$ cat src/skf_pkg.sv
// skf_pkg: shared constants, register indexes and controller/datapath
// command and status structs for the scalar Kalman filter. No dependencies.
package skf_pkg;

   localparam int FRAC_BITS_DEFAULT = 16;
   localparam int DATA_W            = 32;
   localparam int CFG_W             = 31;

   localparam logic [CFG_W-1:0] PROCESS_NOISE_RESET     = 31'd655;
   localparam logic [CFG_W-1:0] MEASUREMENT_NOISE_RESET = 31'd6554;

   localparam logic REG_PROCESS_NOISE     = 1'b0;
   localparam logic REG_MEASUREMENT_NOISE = 1'b1;

   localparam logic OP_MEASURE = 1'b0;
   localparam logic OP_REINIT  = 1'b1;

   typedef struct packed {
      logic capture;
      logic reinit;
      logic prep;
      logic div_step;
      logic mul_step;
      logic upd_est;
      logic mul_var;
      logic upd_var;
      logic out_load;
   } cmd_type;

   typedef struct packed {
      logic op_reinit;
      logic div_done;
   } sts_type;

endpackage

$ cat src/scalar_kalman_filter_top.sv
// Channel | Direction | Contents
// req_    | in        | tdata: sample_value[31:0]; tuser: operation
// rsp_    | out       | tdata: filtered_estimate[31:0]
// csr_    | in        | write: index 0 process_noise, 1 measurement_noise
//
// A measurement runs prep, the restoring divider for the gain, then the
// multiplies and updates, one quotient bit per cycle; values are Q16.16 by default.
// A reinitialize skips the divider. One word is in flight at a time; req_tready
// is high only when the sequencer is idle. A stalled result holds in the
// output register; the next word may be accepted meanwhile.
// Synchronous active-high reset; estimate 0, variance 1.0, noise defaults.
module scalar_kalman_filter_top #(
   parameter int FRAC_BITS = skf_pkg::FRAC_BITS_DEFAULT
) (
   input  logic                        clock,
   input  logic                        reset,
   input  logic                        req_tvalid,
   output logic                        req_tready,
   input  logic [skf_pkg::DATA_W-1:0]  req_tdata,   // [31:0] sample_value
   input  logic                        req_tuser,   // [0] operation
   output logic                        rsp_tvalid,
   input  logic                        rsp_tready,
   output logic [skf_pkg::DATA_W-1:0]  rsp_tdata,   // [31:0] filtered_estimate
   input  logic                        csr_we,
   input  logic                        csr_index,
   input  logic [skf_pkg::CFG_W-1:0]   csr_wdata
);

   skf_pkg::cmd_type cmd;
   skf_pkg::sts_type sts;

   skf_ctrl u_ctrl (
      .clock      (clock),
      .reset      (reset),
      .req_tvalid (req_tvalid),
      .req_tready (req_tready),
      .rsp_tvalid (rsp_tvalid),
      .rsp_tready (rsp_tready),
      .sts        (sts),
      .cmd        (cmd)
   );

   skf_dpath #(
      .FRAC_BITS (FRAC_BITS)
   ) u_dpath (
      .clock     (clock),
      .reset     (reset),
      .csr_we    (csr_we),
      .csr_index (csr_index),
      .csr_wdata (csr_wdata),
      .sample    (req_tdata),
      .op        (req_tuser),
      .cmd       (cmd),
      .sts       (sts),
      .result    (rsp_tdata)
   );

   a_one_in_flight: assert property (@(posedge clock) disable iff (reset)
      (req_tvalid && req_tready) |=> !req_tready)
      else $error("word accepted while another is in flight");

   a_out_load_free: assert property (@(posedge clock) disable iff (reset)
      cmd.out_load |-> (!rsp_tvalid || rsp_tready))
      else $error("output register overwritten while full");

   a_div_then_mul: assert property (@(posedge clock) disable iff (reset)
      (cmd.div_step && sts.div_done) |=> cmd.mul_step)
      else $error("multiply did not follow last divider step");

   a_rsp_from_load: assert property (@(posedge clock) disable iff (reset)
      $rose(rsp_tvalid) |-> $past(cmd.out_load))
      else $error("result valid without output load");

endmodule

$ cat src/skf_ctrl.sv
// skf_ctrl: sequencer for one word at a time; drives datapath commands
// and the stream handshakes. Depends on skf_pkg.
module skf_ctrl (
   input  logic             clock,
   input  logic             reset,
   input  logic             req_tvalid,
   output logic             req_tready,
   output logic             rsp_tvalid,
   input  logic             rsp_tready,
   input  skf_pkg::sts_type sts,
   output skf_pkg::cmd_type cmd
);

   localparam logic [2:0] ST_IDLE     = 3'd0;
   localparam logic [2:0] ST_PREP     = 3'd1;
   localparam logic [2:0] ST_DIV      = 3'd2;
   localparam logic [2:0] ST_MUL_STEP = 3'd3;
   localparam logic [2:0] ST_UPD_EST  = 3'd4;
   localparam logic [2:0] ST_MUL_VAR  = 3'd5;
   localparam logic [2:0] ST_UPD_VAR  = 3'd6;
   localparam logic [2:0] ST_OUT      = 3'd7;

   logic [2:0] state_ff, state_in;
   logic       rsp_valid_ff, rsp_valid_in;

   always_comb begin
      state_in   = state_ff;
      cmd        = '0;
      req_tready = 1'b0;
      unique case (state_ff)
         ST_IDLE: begin
            req_tready = 1'b1;
            if (req_tvalid) begin
               cmd.capture = 1'b1;
               state_in    = ST_PREP;
            end
         end
         ST_PREP: begin
            if (sts.op_reinit) begin
               cmd.reinit = 1'b1;
               state_in   = ST_OUT;
            end else begin
               cmd.prep = 1'b1;
               state_in = ST_DIV;
            end
         end
         ST_DIV: begin
            cmd.div_step = 1'b1;
            if (sts.div_done) begin
               state_in = ST_MUL_STEP;
            end
         end
         ST_MUL_STEP: begin
            cmd.mul_step = 1'b1;
            state_in     = ST_UPD_EST;
         end
         ST_UPD_EST: begin
            cmd.upd_est = 1'b1;
            state_in    = ST_MUL_VAR;
         end
         ST_MUL_VAR: begin
            cmd.mul_var = 1'b1;
            state_in    = ST_UPD_VAR;
         end
         ST_UPD_VAR: begin
            cmd.upd_var = 1'b1;
            state_in    = ST_OUT;
         end
         ST_OUT: begin
            if (!rsp_valid_ff || rsp_tready) begin
               cmd.out_load = 1'b1;
               state_in     = ST_IDLE;
            end
         end
         default: begin
            state_in = ST_IDLE;
         end
      endcase
   end

   always_comb begin
      if (cmd.out_load) begin
         rsp_valid_in = 1'b1;
      end else if (rsp_tready) begin
         rsp_valid_in = 1'b0;
      end else begin
         rsp_valid_in = rsp_valid_ff;
      end
   end

   assign rsp_tvalid = rsp_valid_ff;

   always_ff @(posedge clock) begin
      if (reset) begin
         state_ff     <= ST_IDLE;
         rsp_valid_ff <= 1'b0;
      end else begin
         state_ff     <= state_in;
         rsp_valid_ff <= rsp_valid_in;
      end
   end

endmodule

$ cat src/skf_dpath.sv
// skf_dpath: config registers, filter state, restoring gain divider,
// shared multiplier and output register. Depends on skf_pkg.
module skf_dpath #(
   parameter int FRAC_BITS = skf_pkg::FRAC_BITS_DEFAULT
) (
   input  logic                            clock,
   input  logic                            reset,
   input  logic                            csr_we,
   input  logic                            csr_index,
   input  logic [skf_pkg::CFG_W-1:0]       csr_wdata,
   input  logic [skf_pkg::DATA_W-1:0]      sample,
   input  logic                            op,
   input  skf_pkg::cmd_type                cmd,
   output skf_pkg::sts_type                sts,
   output logic [skf_pkg::DATA_W-1:0]      result
);

   localparam int GW = FRAC_BITS + 1;
   localparam int CW = $clog2(FRAC_BITS + 1);
   localparam int PW = 33 + GW;
   localparam logic [GW-1:0] ONE_G  = {1'b1, {FRAC_BITS{1'b0}}};
   localparam logic [31:0]   ONE_V  = 32'(ONE_G);
   localparam logic [PW-1:0] HALF_P = PW'(ONE_G) >> 1;

   logic [30:0]   pn_ff, mn_ff;
   logic [31:0]   est_ff, var_ff, samp_ff, p1_ff, out_ff;
   logic          op_ff, neg_ff;
   logic [32:0]   den_ff, mag_ff;
   logic [33:0]   rem_ff;
   logic [GW-1:0] q_ff;
   logic [CW-1:0] cnt_ff;
   logic [PW-1:0] prod_ff;

   logic [32:0]   p1_sum, den_sum, err, mag;
   logic [31:0]   p1_sat;
   logic [33:0]   den34, rem_in;
   logic          ge, den_zero, div_done;
   logic [GW-1:0] q_in, mul_b;
   logic [32:0]   mul_a;
   logic [PW-1:0] prod_in, rnd;
   logic [32:0]   r33;
   logic [33:0]   step34;
   logic [34:0]   sum35;
   logic [31:0]   est_new;

   assign p1_sum  = {1'b0, var_ff} + {2'b00, pn_ff};
   assign p1_sat  = p1_sum[32] ? '1 : p1_sum[31:0];
   assign den_sum = {1'b0, p1_sat} + {2'b00, mn_ff};
   assign err     = {samp_ff[31], samp_ff} - {est_ff[31], est_ff};
   assign mag     = err[32] ? (33'd0 - err) : err;

   // one quotient bit per cycle, integer bit first
   assign den34    = {1'b0, den_ff};
   assign ge       = (rem_ff >= den34);
   assign rem_in   = ge ? ((rem_ff - den34) << 1) : (rem_ff << 1);
   assign den_zero = (den_ff == '0);
   assign div_done = (cnt_ff == CW'(FRAC_BITS));
   always_comb begin
      if (div_done && den_zero) begin
         q_in = ONE_G;
      end else begin
         q_in = {q_ff[GW-2:0], ge};
      end
   end

   assign mul_a   = cmd.mul_var ? {1'b0, p1_ff} : mag_ff;
   assign mul_b   = cmd.mul_var ? (ONE_G - q_ff) : q_ff;
   assign prod_in = {{GW{1'b0}}, mul_a} * {{33{1'b0}}, mul_b};

   assign rnd    = prod_ff + HALF_P;
   assign r33    = rnd[FRAC_BITS +: 33];
   assign step34 = neg_ff ? (34'd0 - {1'b0, r33}) : {1'b0, r33};
   assign sum35  = {{3{est_ff[31]}}, est_ff} + {step34[33], step34};
   always_comb begin
      if (sum35[34:31] == 4'b0000 || sum35[34:31] == 4'b1111) begin
         est_new = sum35[31:0];
      end else if (sum35[34]) begin
         est_new = 32'h8000_0000;
      end else begin
         est_new = 32'h7FFF_FFFF;
      end
   end

   always_ff @(posedge clock) begin
      if (reset) begin
         pn_ff  <= skf_pkg::PROCESS_NOISE_RESET;
         mn_ff  <= skf_pkg::MEASUREMENT_NOISE_RESET;
         est_ff <= '0;
         var_ff <= ONE_V;
      end else begin
         if (csr_we) begin
            unique case (csr_index)
               skf_pkg::REG_PROCESS_NOISE:     pn_ff <= csr_wdata;
               skf_pkg::REG_MEASUREMENT_NOISE: mn_ff <= csr_wdata;
               default: begin
               end
            endcase
         end
         if (cmd.reinit) begin
            est_ff <= samp_ff;
            var_ff <= ONE_V;
         end
         if (cmd.upd_est) begin
            est_ff <= est_new;
         end
         if (cmd.upd_var) begin
            var_ff <= rnd[FRAC_BITS +: 32];
         end
      end
   end

   always_ff @(posedge clock) begin
      if (cmd.capture) begin
         samp_ff <= sample;
         op_ff   <= op;
      end
      if (cmd.prep) begin
         p1_ff  <= p1_sat;
         den_ff <= den_sum;
         mag_ff <= mag;
         neg_ff <= err[32];
         rem_ff <= {2'b00, p1_sat};
         q_ff   <= '0;
         cnt_ff <= '0;
      end
      if (cmd.div_step) begin
         rem_ff <= rem_in;
         q_ff   <= q_in;
         cnt_ff <= cnt_ff + CW'(1);
      end
      if (cmd.mul_step || cmd.mul_var) begin
         prod_ff <= prod_in;
      end
      if (cmd.out_load) begin
         out_ff <= est_ff;
      end
   end

   assign sts.op_reinit = (op_ff == skf_pkg::OP_REINIT);
   assign sts.div_done  = div_done;
   assign result        = out_ff;

endmodule

$ cat config.mk
export PLATFORM = sky130hd
export DESIGN_NAME = scalar_kalman_filter_top
export DESIGN_NICKNAME = d
export VERILOG_FILES = /design/src/skf_pkg.sv /design/src/scalar_kalman_filter_top.sv /design/src/skf_ctrl.sv /design/src/skf_dpath.sv
export SDC_FILE = /design/constraint.sdc
export NUM_CORES = 2
export LEC_CHECK = 0
export BUFFER_PORTS_ARGS = -buffer_cell sky130_fd_sc_hd__buf_2
export CAP_MARGIN = 30
export CORE_ASPECT_RATIO = 0.75
export CORE_MARGIN = 4
export CORE_UTILIZATION = 27
export DETAILED_ROUTE_END_ITERATION = 16
export REMOVE_ABC_BUFFERS = 1
export SLEW_MARGIN = 10
export SYNTH_ARGS = -nofsm -noshare
export SYNTH_HDL_FRONTEND = slang
export SYNTH_SLANG_ARGS = --single-unit
$ cat constraint.sdc
create_clock -name clock -period 10.2 [get_ports clock]
set_clock_uncertainty 0.05 [all_clocks]
set_input_delay 1.53 -clock clock [delete_from_list [all_inputs] [get_ports clock]]
set_output_delay 1.53 -clock clock [all_outputs]
set_load 0.02 [all_outputs]
==> reports/results.ini <==
[synth]
synth_top_area_share_pct=22.14
syn_area_per_cell_sq_um=8.872
synthCells=4750
ys.flop_type=edfxtp_1
ys_top_cells_by_area=fa_1 (22%), edfxtp_1 (18%), ha_1 (8.6%)
ys_warn_count=0
synth.distinct_cells=89
synth.most_common_cell=nand2_1
syn-cell-area_sq_mm=0.04214
async_reset_ff_share_pct=0
ys_top_cells_by_count=nand2_1 (723), inv_1 (684), fa_1 (466)
synth-edff-count=254
ys_seq_elements=384
ys_seq_area_share_pct=24.27
yosys.area.top_type=fa_1

[min_path]
whs_path_depth=2
hp-class=flop to flop
min_from=u_dpath.pn_ff[25]$_SDFFE_PP0P_
min_to=u_dpath.pn_ff[25]$_SDFFE_PP0P_

[final_layout]
seq_area_sq_mm=0.01023
area_growth_pct=11.25
nets=5612
nFillCells=16280
design_area_sq_mm=0.04689
drive_gt1_share_pct=7.817
multi_input_comb_area_sq_mm=0.02877

[timing]
setup_ws_ns=1.044
finalCriticalPeriod_ns=9.156
fin_crit_sh_pct=89.76
slew_violations=0
setup_viol=0
worst_slew_pin_slew_ns=0.9908
relSlewSlack_pct=33.94
tns_ns=0
rsz0062_at_grt=no
fmax_mhz=109.2
hold_viol_final=0

[floorplan]
start_util_pct=27.19
core_area_sq_mm=0.1550
die_x_um=464.2
ios=104
die-area_sq_mm=0.1625
die_height_um=350.2
rows=125

[run_status]
status=finished clean

[clocking]
postCtsResizedCells=0
cts-root-buf=clkbuf_16
clkLatencyLatePin_ns=0.60
ctsHoldBuffers=0
cts.path.max_buffers=3
numCtsBuffers=44
htree_levels=2
clk_pin_slew_ns=0.06
cts_tree=yes
clock-sinks=384
cts_setup_buffers=0

[global_route]
grt_pass1_wl_um=209000
grt_max_degree=61
grt_remaining_overflow=0
track_usage_pct=16.57
grt_pass1_vias=33300
grt_antenna_before_repair=14

[critical_path]
critical_path_class=flop to flop
crit_path_start_kind=flop
crit_required_ns=10.50
reg2reg_slack_ns=1.04
r2r_end=u_dpath.prod_ff[47]$_DFFE_PP_
rr_startpoint=u_ctrl.state_ff[2]$_SDFFE_PP0P_
end_kind=flop
cp.arrival_ns=9.45
reg2reg_depth=29
cpPeakStageDelay_ns=0.80
crit_path_max_fanout=14
slowest_stage=xor2_2
path_common_cell=fa_1

[route]
drc_errors=0
routed_wl_um=137800
wl_per_cell_um=19.91
vias_per_cell=4.990
drt_first_pass_iters=6
num_vias=34530
antenna_left=0
drt_iter0_drc=3544

[place]
postPlaceCellArea_sq_mm=0.04532
dp_worst_setup_slack_ns=1.121
place_hpwl_um=112000
routabilityCongestion=0.9592
numPortBuffers=103

[job]
drv_cap=0

[final cells by class]
| type | instances | share of cell area [%] |
|---|---|---|
| clock inverters | 31 | 0.8353 |
| repair buffers | 179 | 2.474 |
| diodes | 2 | 0.01067 |
| multi-input cells | 3494 | 61.37 |
| inverters | 684 | 5.476 |
| flip-flops and latches | 384 | 21.82 |
| well taps | 2095 | 5.591 |
| clock buffers | 51 | 2.426 |
[worst max path at each step]
stage               depth (start not counted)  slack (ns)                            start                       endpoint
finish                                     29        1.04  u_ctrl.state_ff[2]$_SDFFE_PP0P_  u_dpath.prod_ff[47]$_DFFE_PP_
detailed placement                         28        1.12  u_ctrl.state_ff[1]$_SDFFE_PP0P_  u_dpath.prod_ff[48]$_DFFE_PP_
floorplan                                  28        0.62  u_ctrl.state_ff[1]$_SDFFE_PP0P_  u_dpath.prod_ff[48]$_DFFE_PP_
CTS                                        28        1.10  u_ctrl.state_ff[1]$_SDFFE_PP0P_  u_dpath.prod_ff[48]$_DFFE_PP_
global route                               30        0.58    u_dpath.q_ff[4]$_SDFFCE_PP0P_  u_dpath.prod_ff[47]$_DFFE_PP_
global placement                           29        1.27  u_ctrl.state_ff[2]$_SDFFE_PP0P_  u_dpath.prod_ff[47]$_DFFE_PP_
[kinds of logic (layout without fill, tap and decap cells)]
kind of cell	Yosys count	in the layout	share of synthesized area (%)
buffers and inverters	872	945	7.918
adder cells (fa/ha/maj)	755	755	30.72
AO/OA/AOI/OAI	803	803	12.12
AND/OR/NAND/NOR	1546	1546	16.45
flip-flops	384	384	24.27
other	0	2	0
XOR/XNOR	288	288	5.985
multiplexers	102	102	2.544
[per-layer routing]
layer  wire length (um)  part of all wire (%)  up-vias  track usage [%]
met5                 13                0.0094        -                0
met4               3144                   2.3        2            3.635
met3              13610                   9.9      161            3.623
met2              56030                    41     1433            23.78
met1              64980                    47    17140            25.17
li1                   -                     -    15790                -
[worst max-delay path: cells and delay by family, from the launching register on]
kind	cells	cell delay, ns
buf+inv	8	1.00
fa+ha+maj	7	3.37
xor+xnor	2	0.95
flops	1	0.64
simple gates	4	0.98
compound gates	8	1.91
[registers in the layout, summed over array words and instances (netlist names)]
register	count
u_dpath.prod_ff	34
u_dpath.rem_ff	34
u_dpath.den_ff	33
u_dpath.mag_ff	33
u_dpath.est_ff	32
u_dpath.p1_ff	32
u_dpath.result	32
u_dpath.samp_ff	32
u_dpath.var_ff	32
u_dpath.mn_ff	31
u_dpath.pn_ff	31
u_dpath.q_ff	17
u_dpath.cnt_ff	5
u_ctrl.state_ff	3
u_ctrl.rsp_tvalid	1
u_dpath.neg_ff	1
u_dpath.op_ff	1
[cell usage in the layout (no fill, tap or decap), types with 26 or more instances in the layout]
| cell | n |
|---|---|
| ha_1 | 289 |
| o21a_1 | 29 |
| a31oi_1 | 54 |
| dfxtp_1 | 130 |
| or2_2 | 26 |
| buf_2 | 102 |
| fa_1 | 466 |
| o21ai_0 | 131 |
| mux2i_1 | 61 |
| a21oi_1 | 278 |
| nand2_1 | 720 |
| nand2b_1 | 44 |
| nand4_1 | 36 |
| inv_1 | 684 |
| a211oi_1 | 39 |
| nor3_1 | 79 |
| buf_4 | 69 |
| xnor2_1 | 171 |
| xor2_1 | 103 |
| o31ai_1 | 48 |
| nand3_1 | 71 |
| a21o_1 | 70 |
| mux2_2 | 41 |
| and2_1 | 70 |
| clkbuf_16 | 44 |
| and3_1 | 37 |
| nor2_1 | 341 |
| edfxtp_1 | 254 |
[stage by stage]
step                      cells  util (%)  hold WS (ns)
after floorplan            4562         -        0.3840
after global placement     6826     29.17        0.3992
after detailed placement   6832     29.24        0.4030
after CTS                  6914     30.22        0.4127
after global routing       6918     30.25        0.4310
final                      6920     30.25        0.4079
Power is left out: the tool's default activity adds up to more than one toggle a clock period on the data nets, which glitch-free logic cannot reach.
